--- src/rtl/text_console_writer_macros.svh ---
// Assertion macros used by the console writer top level.
`ifndef TEXT_CONSOLE_WRITER_MACROS_SVH
`define TEXT_CONSOLE_WRITER_MACROS_SVH

// Consequent must hold in the same cycle as the antecedent.
`define TCW_ASSERT_SAME(label, clk, rst_n, ante, cons, msg) \
    label: assert property (@(posedge clk) disable iff (!(rst_n)) (ante) |-> (cons)) \
        else $error(msg);

// Consequent must hold in the cycle after the antecedent.
`define TCW_ASSERT_NEXT(label, clk, rst_n, ante, cons, msg) \
    label: assert property (@(posedge clk) disable iff (!(rst_n)) (ante) |=> (cons)) \
        else $error(msg);

`endif

--- src/rtl/tcw_pkg.sv ---
// Shared types and constants of the text console writer.
`default_nettype none

package tcw_pkg;

    localparam logic [7:0] NEWLINE_CODE = 8'h0A;
    localparam logic [7:0] BLANK_CODE   = 8'h20;
    localparam logic [7:0] RESET_ATTR   = 8'h07;

    localparam int CFG_IDX_W = 2;
    localparam int CFG_DATA_W = 4;

    localparam logic [CFG_IDX_W-1:0] REG_FG_COLOR     = 2'd0;
    localparam logic [CFG_IDX_W-1:0] REG_BG_COLOR     = 2'd1;
    localparam logic [CFG_IDX_W-1:0] REG_BLINK_ENABLE = 2'd2;

    localparam logic MODE_PUT  = 1'b0;
    localparam logic MODE_READ = 1'b1;

    typedef struct packed {
        logic [7:0] chr;
        logic [7:0] attr;
    } t_cell;

    typedef struct packed {
        logic       mode;
        logic [7:0] char_code;
        logic [6:0] read_col;
        logic [4:0] read_row;
    } t_request;

    typedef struct packed {
        t_cell      cell_data;
        logic [6:0] cursor_col;
        logic [4:0] cursor_row;
        logic       scrolled;
    } t_result;

    typedef struct packed {
        logic start;
        logic res_ready;
    } t_seq_cmd;

    typedef struct packed {
        logic idle;
        logic res_valid;
    } t_seq_status;

endpackage

`default_nettype wire

--- src/rtl/tcw_seq.sv ---
// Sequencer of the console: cursor, clearing pass, scroll copy and cell access.
`default_nettype none

module tcw_seq #(
    parameter int COLUMNS = 80,
    parameter int ROWS    = 25,
    parameter int AW      = 11
) (
    input  wire                  i_clk,
    input  wire                  i_rst_n,
    input  tcw_pkg::t_seq_cmd    i_cmd,
    input  tcw_pkg::t_request    i_req,
    input  wire [7:0]            i_attr,
    output tcw_pkg::t_seq_status o_status,
    output tcw_pkg::t_result     o_result,
    output logic                 o_ram_we,
    output logic [AW-1:0]        o_ram_waddr,
    output tcw_pkg::t_cell       o_ram_wdata,
    output logic [AW-1:0]        o_ram_raddr,
    input  tcw_pkg::t_cell       i_ram_rdata
);

    localparam int CELLS = COLUMNS * ROWS;
    localparam int CNTW  = $clog2(CELLS + 1);
    localparam int CW    = $clog2(COLUMNS + 1);
    localparam int RW    = $clog2(ROWS);

    typedef enum logic [6:0] {
        S_CLEAR = 7'b0000001,
        S_IDLE  = 7'b0000010,
        S_READ  = 7'b0000100,
        S_PUT   = 7'b0001000,
        S_COPY  = 7'b0010000,
        S_FILL  = 7'b0100000,
        S_DONE  = 7'b1000000
    } t_state;

    t_state            r_state,   n_state;
    logic [CW-1:0]     r_col,     n_col;
    logic [RW-1:0]     r_row,     n_row;
    logic [CNTW-1:0]   r_addr,    n_addr;
    logic [AW-1:0]     r_cp_addr, n_cp_addr;
    logic              r_cp_valid, n_cp_valid;
    logic              r_put,     n_put;
    logic              r_scr,     n_scr;
    logic              r_rd_ok,   n_rd_ok;
    logic [7:0]        r_char,    n_char;
    tcw_pkg::t_cell    r_cell,    n_cell;

    logic              row_last;
    logic              rd_ok;
    logic [AW-1:0]     rd_addr;
    logic [AW-1:0]     cur_addr;

    assign row_last = (r_row == RW'(ROWS - 1));
    assign rd_ok    = (32'(i_req.read_col) < COLUMNS) && (32'(i_req.read_row) < ROWS);
    assign rd_addr  = AW'(32'(i_req.read_row) * COLUMNS + 32'(i_req.read_col));
    assign cur_addr = AW'(32'(r_row) * COLUMNS + 32'(r_col));

    always_comb begin
        n_state    = r_state;
        n_col      = r_col;
        n_row      = r_row;
        n_addr     = r_addr;
        n_cp_addr  = r_cp_addr;
        n_cp_valid = r_cp_valid;
        n_put      = r_put;
        n_scr      = r_scr;
        n_rd_ok    = r_rd_ok;
        n_char     = r_char;
        n_cell     = r_cell;

        o_ram_we    = 1'b0;
        o_ram_waddr = r_addr[AW-1:0];
        o_ram_wdata = '{chr: tcw_pkg::BLANK_CODE, attr: i_attr};
        o_ram_raddr = r_addr[AW-1:0];

        case (r_state)
            S_CLEAR: begin
                o_ram_we    = 1'b1;
                o_ram_wdata = '{chr: tcw_pkg::BLANK_CODE, attr: tcw_pkg::RESET_ATTR};
                if (r_addr == CNTW'(CELLS - 1)) begin
                    n_state = S_IDLE;
                end else begin
                    n_addr = r_addr + 1'b1;
                end
            end
            S_IDLE: begin
                o_ram_raddr = rd_addr;
                if (i_cmd.start) begin
                    n_scr  = 1'b0;
                    n_cell = '0;
                    n_char = i_req.char_code;
                    if (i_req.mode == tcw_pkg::MODE_READ) begin
                        n_rd_ok = rd_ok;
                        n_state = S_READ;
                    end else if (i_req.char_code == tcw_pkg::NEWLINE_CODE ||
                                 r_col == CW'(COLUMNS)) begin
                        // Newline, or a character that meets a pending wrap.
                        n_col = '0;
                        n_put = (i_req.char_code != tcw_pkg::NEWLINE_CODE);
                        if (row_last) begin
                            n_scr      = 1'b1;
                            n_addr     = CNTW'(COLUMNS);
                            n_cp_valid = 1'b0;
                            n_state    = S_COPY;
                        end else begin
                            n_row   = r_row + 1'b1;
                            n_state = n_put ? S_PUT : S_DONE;
                        end
                    end else begin
                        n_state = S_PUT;
                    end
                end
            end
            S_READ: begin
                n_cell  = r_rd_ok ? i_ram_rdata : '0;
                n_state = S_DONE;
            end
            S_PUT: begin
                o_ram_we    = 1'b1;
                o_ram_waddr = cur_addr;
                o_ram_wdata = '{chr: r_char, attr: i_attr};
                n_col       = r_col + 1'b1;
                n_state     = S_DONE;
            end
            S_COPY: begin
                // Read one cell per cycle and write it a row higher in the next cycle.
                o_ram_we    = r_cp_valid;
                o_ram_waddr = r_cp_addr;
                o_ram_wdata = i_ram_rdata;
                n_cp_addr   = AW'(r_addr - CNTW'(COLUMNS));
                n_cp_valid  = 1'b1;
                if (r_addr == CNTW'(CELLS)) begin
                    n_cp_valid = 1'b0;
                    n_addr     = CNTW'(CELLS - COLUMNS);
                    n_state    = S_FILL;
                end else begin
                    n_addr = r_addr + 1'b1;
                end
            end
            S_FILL: begin
                o_ram_we = 1'b1;
                if (r_addr == CNTW'(CELLS - 1)) begin
                    n_state = r_put ? S_PUT : S_DONE;
                end else begin
                    n_addr = r_addr + 1'b1;
                end
            end
            S_DONE: begin
                if (i_cmd.res_ready) begin
                    n_state = S_IDLE;
                end
            end
            default: begin
                n_state = S_IDLE;
            end
        endcase
    end

    always_ff @(posedge i_clk) begin
        if (!i_rst_n) begin
            r_state    <= S_CLEAR;
            r_col      <= '0;
            r_row      <= '0;
            r_addr     <= '0;
            r_cp_valid <= 1'b0;
            r_put      <= 1'b0;
        end else begin
            r_state    <= n_state;
            r_col      <= n_col;
            r_row      <= n_row;
            r_addr     <= n_addr;
            r_cp_valid <= n_cp_valid;
            r_put      <= n_put;
        end
    end

    always_ff @(posedge i_clk) begin
        r_cp_addr <= n_cp_addr;
        r_scr     <= n_scr;
        r_rd_ok   <= n_rd_ok;
        r_char    <= n_char;
        r_cell    <= n_cell;
    end

    assign o_status.idle      = (r_state == S_IDLE);
    assign o_status.res_valid = (r_state == S_DONE);

    assign o_result.cell_data  = r_cell;
    assign o_result.cursor_col = 7'(r_col);
    assign o_result.cursor_row = 5'(r_row);
    assign o_result.scrolled   = r_scr;

endmodule

`default_nettype wire

--- config.mk ---
export PLATFORM = sky130hd
export DESIGN_NAME = tcw_seq
export DESIGN_NICKNAME = d
export VERILOG_FILES = /design/src/rtl/text_console_writer_macros.svh /design/src/rtl/tcw_pkg.sv /design/src/rtl/tcw_seq.sv
export SDC_FILE = /design/constraint.sdc
export NUM_CORES = 1
export LEC_CHECK = 0
export BUFFER_PORTS_ARGS = -buffer_cell sky130_fd_sc_hd__buf_2
export CORE_UTILIZATION = 45
export DETAILED_ROUTE_END_ITERATION = 10
export GPL_ROUTABILITY_DRIVEN = 0
export GPL_TIMING_DRIVEN = 0
export PLACE_DENSITY = 0.68
export SLEW_MARGIN = 20
export SYNTH_ARGS = -nofsm -noshare
export SYNTH_HDL_FRONTEND = slang
export SYNTH_SLANG_ARGS = --single-unit
--- constraint.sdc ---
create_clock -name i_clk -period 3.56 [get_ports i_clk]
set_input_delay 0.534 -clock i_clk [delete_from_list [all_inputs] [get_ports i_clk]]
set_output_delay 0.534 -clock i_clk [all_outputs]
set_load 0.01 [all_outputs]
==> results of run 1 <==
## state kept, by name (all words and copies together), names as in the netlist
signal / count
o_result: 16
r_addr: 11
r_char: 8
r_col: 7
r_cp_addr: 11
r_cp_valid: 1
r_put: 1
r_rd_ok: 1
r_row: 5
r_scr: 1
r_state: 7
## path summary, 6_finish.rpt
| path | cells after the start | to | slack [ns] | start |
|---|---|---|---|---|
| hold reg to reg | 1 | r_cp_valid | 0.51 | r_cp_valid |
| setup / recovery | 11 | o_ram_waddr[10] | 0.04 | r_row[1] |
| setup reg to reg | 6 | o_result[17] | 0.70 | r_state[5] |
| hold / removal | 1 | r_char[2] | 0.37 | i_req[14] |
## layout make-up
| cell class | count | area [um^2] | area share, % |
|---|---|---|---|
| multi-input combinational | 348 | 2460 | 45.3 |
| sequential | 69 | 1770 | 32.5 |
| timing repair buffer | 122 | 621 | 11.4 |
| tap | 129 | 161 | 2.97 |
| clock buffer | 9 | 124 | 2.28 |
| buffer | 25 | 115 | 2.12 |
| clock inverter | 7 | 98.8 | 1.82 |
| inverter | 23 | 86.3 | 1.59 |
## logic make-up (layout without fill, tap and decap cells)
family / count (synthesis) / count (layout)
simple gates: 186 / 186
compound gates: 100 / 100
flops: 69 / 69
buf+inv: 48 / 186
fa+ha+maj: 32 / 32
xor+xnor: 29 / 29
mux: 1 / 1
## critical path, cell delays in order, from the launching register on
cell	delay [ns]
dfxtp_4	0.36
ha_4	0.26
ha_4	0.12
inv_2	0.04
fa_2	0.37
xnor2_2	0.15
or4b_4	0.49
xnor2_2	0.15
xnor2_1	0.15
a222oi_1	0.34
inv_1	0.06
buf_2	0.14
## power by group through the flow
stage               logic (W)  clock network, W  registers [W]
floorplan            0.000252                 0       0.000894
global placement     0.000386                 0       0.000899
detailed placement   0.000397                 0       0.000899
CTS                  0.000399          0.000732       0.000879
global route         0.000441          0.000765       0.000883
finish               0.000398          0.000722       0.000879
## synthesized netlist by cell type (all sizes together) (2+ instances only)
library cell | instances | area share (%)
a22o | 7 | 1.4
nand2 | 51 | 4.5
and4bb | 2 | 0.58
a31o | 2 | 0.40
a21oi | 22 | 2.5
a31oi | 3 | 0.43
nand3 | 20 | 2.3
o21a | 2 | 0.35
o31ai | 2 | 0.35
a211oi | 2 | 0.35
ha | 28 | 8.1
nor2 | 42 | 3.6
o2111ai | 2 | 0.40
nor4 | 3 | 0.72
xnor2 | 12 | 2.4
a22oi | 6 | 1.2
nand2b | 3 | 0.43
xor2 | 17 | 3.4
and4 | 3 | 0.61
and2 | 19 | 2.7
nand4b | 2 | 0.55
nor3b | 2 | 0.35
nand3b | 2 | 0.63
dfxtp | 32 | 15
or3 | 2 | 0.29
nor2b | 3 | 0.43
or3b | 2 | 0.40
inv | 23 | 2.0
buf | 13 | 1.5
a2111oi | 2 | 1.3
fa | 4 | 1.8
a21o | 5 | 0.87
edfxtp | 37 | 26
o21ai | 28 | 3.2
a211o | 2 | 0.40
a221o | 6 | 1.4
or4 | 2 | 0.35
and3 | 7 | 1.0
nor3 | 13 | 1.8
nand4 | 6 | 0.87
clkbuf | 12 | 1.0
## metrics by stage
stage	setup TNS [ns]	utilization (%)	power (W)	instance area (um^2)	setup slack [ns]
finish	0	58.5	0.00200	5430	0.0378
detailed placement	0	54.8	0.00130	5090	0.0248
CTS	0	58.2	0.00201	5400	0.00642
floorplan	0	-	0.00115	4340	0.339
global placement	0	54.8	0.00128	5090	0.109
global route	-0.0795	58.5	0.00209	5430	-0.0795
## timing repair
action                                  in CTS  in global routing
resized for setup                           17                  3
endpoints found under the setup margin       1                  2
pin swaps                                    7                  0
setup buffers                                4                  0
## routing by layer
metal / track usage, % / vias to the layer above / part of all wire (%)
met5: 0 / - / 0
met3: 2.72 / 10 / 5.0
met2: 38.5 / 114 / 50
met1: 29.7 / 1857 / 44
li1: - / 1941 / -
met4: 7.02 / 0 / 0.75
==> run_results.csv, run 1 <==
group,metric,value,unit
synthesis,number_of_enable_flip_flop_cells_after_synthesis,37,
layout,final.fill_count,868,
power,power_density,368,nW/um^2
placement,hpwlAfterDp,8610,um
synthesis,synth_xor_area_share,5.86,%
sta,hold_viol_final,0,
clock_network,ctsRootBufferMaster,"clkbuf_8",
clock_network,max-clock-path-buffers,2,
sta,timing.final.crit_period,3.52,ns
floorplan,row_count,35,
clock_network,clock_latency,0.35,ns
synthesis,synth_adder_area_share,9.92,%
drt,route.final.wire_length,11200,um
global_routing,grt_antenna_before_repair,0,
power,seqPwrFrac,44.0,%
worst_setup_path,arrival,2.99,ns
worst_setup_path,crit_path_end_kind,"output port",
floorplan,area_enclosed_by_the_die_boundary,10000,um^2
worst_setup_path,setup.worst_path.class,"register to output port",
sta,rsz_0062_raised_after_global_routing,"true",
flow_run,max-cap-violations,0,
power,power.leakage,2.42,nW
global_routing,grt_overflow_total,0,
drt,first_iter_violations,216,
synthesis,distinct_cell_type_count_of_the_synthesized_netlist,65,
clock_network,cts_htree_levels,3,
hold_path,worstHoldPathType,"input pin to register",
sta,worst_clock_skew,0.00972,ns
placement,placed_cells_incl_taps,712,
drt,drc,0,
floorplan,num_io_pins,119,
worst_setup_path,crit_fanout,2,
power,switchingPower,0.000581,W
layout,drive_gt1_share,29.2,%
power,max-vdd-ir-drop,0.000202,V
power,power.internal,0.00142,W
power,p_sw_share,29.1,%
layout,layout.cells.most_common_list,"buf_2 (127), nand2_1 (50), nor2_1 (42)",
worst_setup_path,worstSetupStartpointType,"register",
outcome,run_status,"completed",
layout,insertedDiodeCount,0,
drt,post_drt_via_cell_ratio,5.36,
layout,layout_commonest_cell,"buf_2",
synthesis,yosysSeqAreaShare,40.4,%
synthesis,post_synth_and_or_nand_nor_area_fraction,22.6,%
clock_network,cts-buffers-inserted,9,
clock_network,cts_hold_buffers,0,
synthesis,synth_fp_nets,546,
global_routing,grt_util_all_layers,22.5,%
sta,worst-slew-pin-transition,0.868,ns
synthesis,synth_warnings,0,
layout,design.final.nets,679,
global_routing,grt_pass1_vias,3564,
worst_setup_path,worst_ep_required_time,3.03,ns
floorplan,horizontal_die_dimension,100,um
synthesis,postSynth.asyncResetShare,0,%
synthesis,synthFlopType,"edfxtp_1",
clock_network,clock_tree_from_tritoncts,"yes",
clock_network,clk_pin_slew_worst_paths,0.08,ns
sta,holdWs,0.367,ns
sta,slew_viol_final,0,
layout,final_cells,732,
global_routing,grt_pass1_wl,17500,um
synthesis,synth.avg_cell_area,9.33,um^2
synthesis,synth_cells,465,
synthesis,synth_mux_area_share,0.231,%
clock_network,clkSinkCount,69,
floorplan,core_area,9280,um^2
drt,detail_route.first_pass.iterations,5,
floorplan,start_util,46.7,%
sta,final_min_period_over_clock_period,98.9,%
drt,ant_nets,0,
floorplan,fp.dieH,100,um
power,combPwrFrac,19.9,%
sta,max_slew_margin,42.1,%
synthesis,yosys_register_bits,69,
drt,wire_per_inst,15.3,um
sta,highest_clock_rate,284,MHz
power,power_frac_clock,36.1,%
sta,finalSetupViolCount,0,
global_routing,grt_start_max_net_pins,21,
drt,via_count,3922,
synthesis,syn-cell-area,4340,um^2
layout,area_delta_synth_final,25.3,%
synthesis,compound_gate_fraction_of_synth_area,16.5,%
synthesis,synth_top_family_by_area,"simple AND/OR/NAND/NOR gates",
placement,port_buffers,118,
Power figures use the tool's default switching activity.
==> run 2, diff against run 1 <==
--- a/config.mk
+++ b/config.mk
@@ -5,12 +5,12 @@
 export SDC_FILE = /design/constraint.sdc
 export NUM_CORES = 1
 export LEC_CHECK = 0
-export BUFFER_PORTS_ARGS = -buffer_cell sky130_fd_sc_hd__buf_2
 export CORE_UTILIZATION = 45
 export DETAILED_ROUTE_END_ITERATION = 10
+export DONT_BUFFER_PORTS = 1
 export GPL_ROUTABILITY_DRIVEN = 0
 export GPL_TIMING_DRIVEN = 0
-export PLACE_DENSITY = 0.68
+export PLACE_DENSITY = 0.58
 export SLEW_MARGIN = 20
 export SYNTH_ARGS = -nofsm -noshare
 export SYNTH_HDL_FRONTEND = slang
==> run_results.csv, run 2 (same netlist as run 1, synthesis figures left out) <==
group,metric,value,unit
outcome,run_status,"completed",
floorplan,area_enclosed_by_the_die_boundary,10000,um^2
global_routing,grt_util_all_layers,22.4,%
sta,finalSetupViolCount,0,
power,power.leakage,1.89,nW
layout,design.final.nets,560,
sta,highest_clock_rate,290,MHz
layout,largest_reg_flops,16,
layout,drive_gt1_share,11.4,%
worst_setup_path,crit_fanout,8,
sta,hold_viol_final,0,
layout,post-route-cell-area,4810,um^2
drt,route.final.wire_length,10900,um
floorplan,start_util,46.7,%
layout,layout.cells.most_common_list,"nand2_1 (50), nor2_1 (42), edfxtp_1 (37)",
drt,detail_route.first_pass.iterations,4,
worst_setup_path,cpMaxStageDelayCell,"or4b_4",
power,max-vdd-ir-drop,0.000168,V
worst_setup_path,cp_cell_sequence,"ha_4 -> ha_4 -> inv_2 -> fa_2 -> xnor2_2 -> or4b_4 -> xnor2_2 -> xnor2_1 -> a222oi_1 -> inv_1",
sta,slew_viol_final,0,
layout,area_delta_synth_final,10.9,%
power,power_density,401,nW/um^2
drt,drc,0,
placement,placed_cell_area,4500,um^2
worst_setup_path,setup.worst_path.class,"register to output port",
layout,area_occupied_by_multi_input_gates,2440,um^2
drt,via_count,3465,
sta,worst_clock_skew,0.00681,ns
layout,insertedDiodeCount,0,
sta,timing.final.crit_period,3.45,ns
worst_setup_path,worst_ep_required_time,3.03,ns
drt,ant_nets,0,
hold_path,worstHoldPathType,"input pin to register",
drt,post_drt_via_cell_ratio,5.65,
placement,port_buffers,0,
floorplan,horizontal_die_dimension,100,um
drt,first_iter_violations,144,
global_routing,grt_antenna_before_repair,0,
worst_setup_path,slowest_delay,0.49,ns
floorplan,num_io_pins,119,
clock_network,clkSinkCount,69,
clock_network,max-clock-path-buffers,2,
clock_network,ctsRootBufferMaster,"clkbuf_8",
clock_network,clk_pin_slew_worst_paths,0.08,ns
flow_run,max-cap-violations,0,
worst_setup_path,crit_path_end_kind,"output port",
clock_network,clock_latency,0.35,ns
global_routing,grt_start_max_net_pins,21,
layout,layout_commonest_cell,"nand2_1",
placement,hpwlAfterDp,8240,um
sta,max_slew_margin,39.6,%
global_routing,grt_overflow_total,0,
layout,area.sequential,1770,um^2
sta,holdWs,0.273,ns
global_routing,grt_pass1_vias,3350,
sta,worst-slew-pin-transition,0.903,ns
global_routing,grt_pass1_wl,17400,um
layout,final.fill_count,891,
worst_setup_path,worstSetupStartpointType,"register",
sta,final_min_period_over_clock_period,96.9,%
clock_network,cts_htree_levels,3,
drt,wire_per_inst,17.7,um
clock_network,cts-buffers-inserted,9,
floorplan,core_area,9280,um^2
worst_setup_path,arrival,2.92,ns
floorplan,row_count,35,
clock_network,clock_tree_from_tritoncts,"yes",
sta,rsz_0062_raised_after_global_routing,"true",
floorplan,fp.dieH,100,um
power,post_route_total_power,0.00193,W
## run 2: through the flow
stage / std cells / setup TNS (ns) / setup slack, ns / utilization (%)
after detailed placement: 594 / 0 / 0.143 / 48.5
after global placement: 594 / 0 / 0.159 / 48.5
final: 613 / 0 / 0.110 / 51.8
after global routing: 613 / -0.0176 / -0.0176 / 51.8
after floorplan: 465 / 0 / 0.339 / -
after CTS: 612 / 0 / 0.0178 / 51.3
## run 2: power breakdown
part / switching [W] / internal, W
Combinational: 0.000206 / 0.000116
Sequential: 0.0000244 / 0.000856
Clock: 0.000328 / 0.000398
## run 2: worst paths after layout
kind	startpoint	end	slack, ns	cells after the start
worst max-delay path	r_row[1]	o_ram_waddr[10]	0.11	10
worst min-delay path	i_req[17]	r_char[5]	0.27	0
worst max register to register	r_state[5]	o_result[22]	0.67	6
worst min register to register	r_addr[0]	r_cp_addr[0]	0.50	0
## run 2: per-layer routing
| metal | track usage (%) | wire length, um |
|---|---|---|
| met1 | 28.6 | 4780 |
| met2 | 37.2 | 5280 |
| met3 | 5.78 | 712 |
| met4 | 7.02 | 97 |
| met5 | 0 | 0 |
## run 2: what timing repair did
action / CTS / global route
hold buffers: 0 / 0
setup endpoints to repair: 1 / 2
endpoints found under the hold margin: 0 / 0
pin swaps: 4 / 7
buffers inserted: 2 / 1
resized for setup: 9 / 8
## run 2: worst max-delay path: cells and delay by family (launching register included)
kind                       cells  cell delay, ns
adders and majority gates      3            0.77
DFF                            1            0.40
buffers and inverters          2            0.16
and+or+nand+nor                1            0.49
xor gates and xnor gates       3            0.46
AOI/OAI and AO/OA              1            0.30
## run 2: final cells by class
class / instances / share of cell area [%]
Sequential cell: 69 / 36.7
Clock inverter: 7 / 2.06
Inverter: 23 / 1.80
Multi-Input combinational cell: 348 / 50.7
Buffer: 25 / 2.39
Clock buffer: 9 / 2.58
Tap cell: 129 / 3.36
Timing Repair Buffer: 3 / 0.468
==> run 3, diff against run 2 <==
--- a/config.mk
+++ b/config.mk
@@ -5,12 +5,13 @@
 export SDC_FILE = /design/constraint.sdc
 export NUM_CORES = 1
 export LEC_CHECK = 0
+export CORE_MARGIN = 8
 export CORE_UTILIZATION = 45
 export DETAILED_ROUTE_END_ITERATION = 10
 export DONT_BUFFER_PORTS = 1
 export GPL_ROUTABILITY_DRIVEN = 0
 export GPL_TIMING_DRIVEN = 0
-export PLACE_DENSITY = 0.58
+export PLACE_DENSITY_LB_ADDON = 0.08
 export SLEW_MARGIN = 20
 export SYNTH_ARGS = -nofsm -noshare
 export SYNTH_HDL_FRONTEND = slang
==> run_results.csv, run 3 (same netlist as run 1, synthesis figures left out) <==
group,metric,value,unit
outcome,run_status,"completed",
global_routing,grt_util_all_layers,17.8,%
layout,drive_gt1_share,11.4,%
worst_setup_path,cpMaxStageDelayCell,"or4b_4",
clock_network,cts-buffers-inserted,9,
sta,max_slew_margin,45.8,%
worst_setup_path,worstSetupStartpointType,"register",
global_routing,grt_pass1_vias,3369,
power,post_route_total_power,0.00186,W
layout,post-route-cell-area,4780,um^2
worst_setup_path,setup.reg_to_reg.worst_slack,0.77,ns
drt,detail_route.first_pass.iterations,4,
worst_setup_path,worst_ep_required_time,3.03,ns
global_routing,grt_antenna_before_repair,0,
global_routing,grt_overflow_total,0,
hold_path,worstHoldPathType,"input pin to register",
worst_setup_path,crit_fanout,8,
worst_setup_path,slowest_delay,0.49,ns
clock_network,clk_pin_slew_worst_paths,0.09,ns
drt,drc,0,
power,switchingPower,0.000565,W
power,max-vdd-ir-drop,0.000211,V
sta,worst-slew-pin-transition,0.811,ns
power,seqPwrFrac,47.3,%
power,p_sw_share,30.3,%
flow_run,max-cap-violations,0,
clock_network,ctsRootBufferMaster,"clkbuf_8",
hold_path,worst_hold_path.endpoint,"r_char[5]",
hold_path,timing.hold.worst.start,"i_req[17]",
drt,first_iter_violations,222,
floorplan,fp.dieH,114,um
worst_setup_path,crit_path_end_kind,"output port",
power,power.internal,0.00130,W
floorplan,row_count,36,
sta,fin_setup_tns,0,ns
clock_network,clock_tree_from_tritoncts,"yes",
layout,insertedDiodeCount,0,
power,combPwrFrac,17.5,%
layout,layout_commonest_cell,"nand2_1",
sta,rsz_0062_raised_after_global_routing,"true",
worst_setup_path,arrival,3.01,ns
layout,final_cells,616,
sta,finalSetupViolCount,0,
sta,timing.final.ws_setup,0.0113,ns
floorplan,area_enclosed_by_the_die_boundary,13000,um^2
drt,ant_nets,0,
worst_setup_path,cp_cell_sequence,"ha_4 -> ha_4 -> inv_2 -> fa_2 -> xnor2_2 -> or4b_4 -> xnor2_2 -> xnor2_1 -> a222oi_1 -> inv_1",
drt,via_count,3463,
worst_setup_path,worst_r2r_endpoint,"o_result[17]",
worst_setup_path,path_buf_inv,2,
placement,placement.setup.worst_slack,0.0959,ns
clock_network,clock_latency,0.36,ns
clock_network,clkSinkCount,69,
sta,timing.final.crit_period,3.55,ns
floorplan,start_util,45.4,%
sta,highest_clock_rate,282,MHz
sta,worst_clock_skew,0.0115,ns
drt,post_drt_via_cell_ratio,5.62,
power,power_frac_clock,35.2,%
sta,slew_viol_final,0,
worst_setup_path,worst_r2r_startpoint,"r_state[3]",
layout,largest_reg_flops,16,
layout,design.final.nets,559,
floorplan,num_io_pins,119,
worst_setup_path,setup.worst_path.class,"register to output port",
placement,placed_cell_area,4500,um^2
floorplan,core_area,9550,um^2
floorplan,horizontal_die_dimension,114,um
global_routing,grt_start_max_net_pins,21,
placement,placed_cells_incl_taps,598,
drt,wire_per_inst,18.8,um
placement,hpwlAfterDp,8880,um
layout,final.fill_count,927,
sta,final_min_period_over_clock_period,99.7,%
layout,area_delta_synth_final,10.2,%
placement,port_buffers,0,
hold_path,worstHoldPathCells,0,
drt,route.final.wire_length,11600,um
worst_setup_path,timing.reg2reg.worst_path_depth,6,
clock_network,max-clock-path-buffers,2,
power,power.leakage,1.87,nW
sta,hold_viol_final,0,
clock_network,cts_htree_levels,3,
worst_setup_path,crit_family,"adder cells",
layout,layout.cells.most_common_list,"nand2_1 (50), nor2_1 (42), edfxtp_1 (37)",
power,power_density,390,nW/um^2
global_routing,grt_pass1_wl,18100,um
## run 3: cell type report
class	instances	area, um^2	area share, %
Multi-Input combinational cell	348	2440	51.0
Sequential cell	69	1770	36.9
Tap cell	133	166	3.48
Clock buffer	9	124	2.59
Buffer	25	110	2.30
Inverter	23	86.3	1.81
Clock inverter	7	76.3	1.60
Timing Repair Buffer	2	15.0	0.314
## run 3: how the worst max path moves through the flow
stage | start | end | slack [ns] | cells after the start
final | r_row[1] | o_ram_waddr[10] | 0.01 | 10
after global routing | r_row[1] | o_ram_waddr[10] | -0.16 | 10
after CTS | r_row[1] | o_ram_waddr[10] | 0.008 | 10
after detailed placement | r_row[1] | o_ram_waddr[10] | 0.1 | 9
after global placement | r_row[1] | o_ram_waddr[10] | 0.12 | 9
after floorplan | r_row[1] | o_ram_waddr[10] | 0.34 | 9
## run 3: metrics by stage
stage	utilization, %	hold WS (ns)
after floorplan	-	0.458
after global placement	47.2	0.476
after detailed placement	47.2	0.490
after CTS	49.7	0.252
after global routing	50.1	0.248
final	50.1	0.264
## run 3: per-layer routing
| layer | GRT usage, % | part of all wire [%] | vias up |
|---|---|---|---|
| met5 | 0 | 0 | - |
| met2 | 28.9 | 48 | 116 |
| li1 | - | - | 1704 |
| met1 | 21.2 | 42 | 1631 |
| met3 | 6.75 | 8.7 | 12 |
| met4 | 5.77 | 1.3 | 0 |
## run 3: power groups by stage
stage,registers [W],clock network [W],logic [W]
floorplan,0.000894,0,0.000252
global placement,0.000901,0,0.000324
detailed placement,0.000901,0,0.000326
CTS,0.000882,0.000672,0.000328
global route,0.000884,0.000703,0.000365
finish,0.000881,0.000656,0.000326
## run 3: timing repair
item | 4_1_cts | 5_1_grt
pin swaps | 6 | 7
gates resized for setup | 10 | 8
hold buffers | 0 | 0
setup endpoints to repair | 1 | 2
setup buffers | 1 | 1
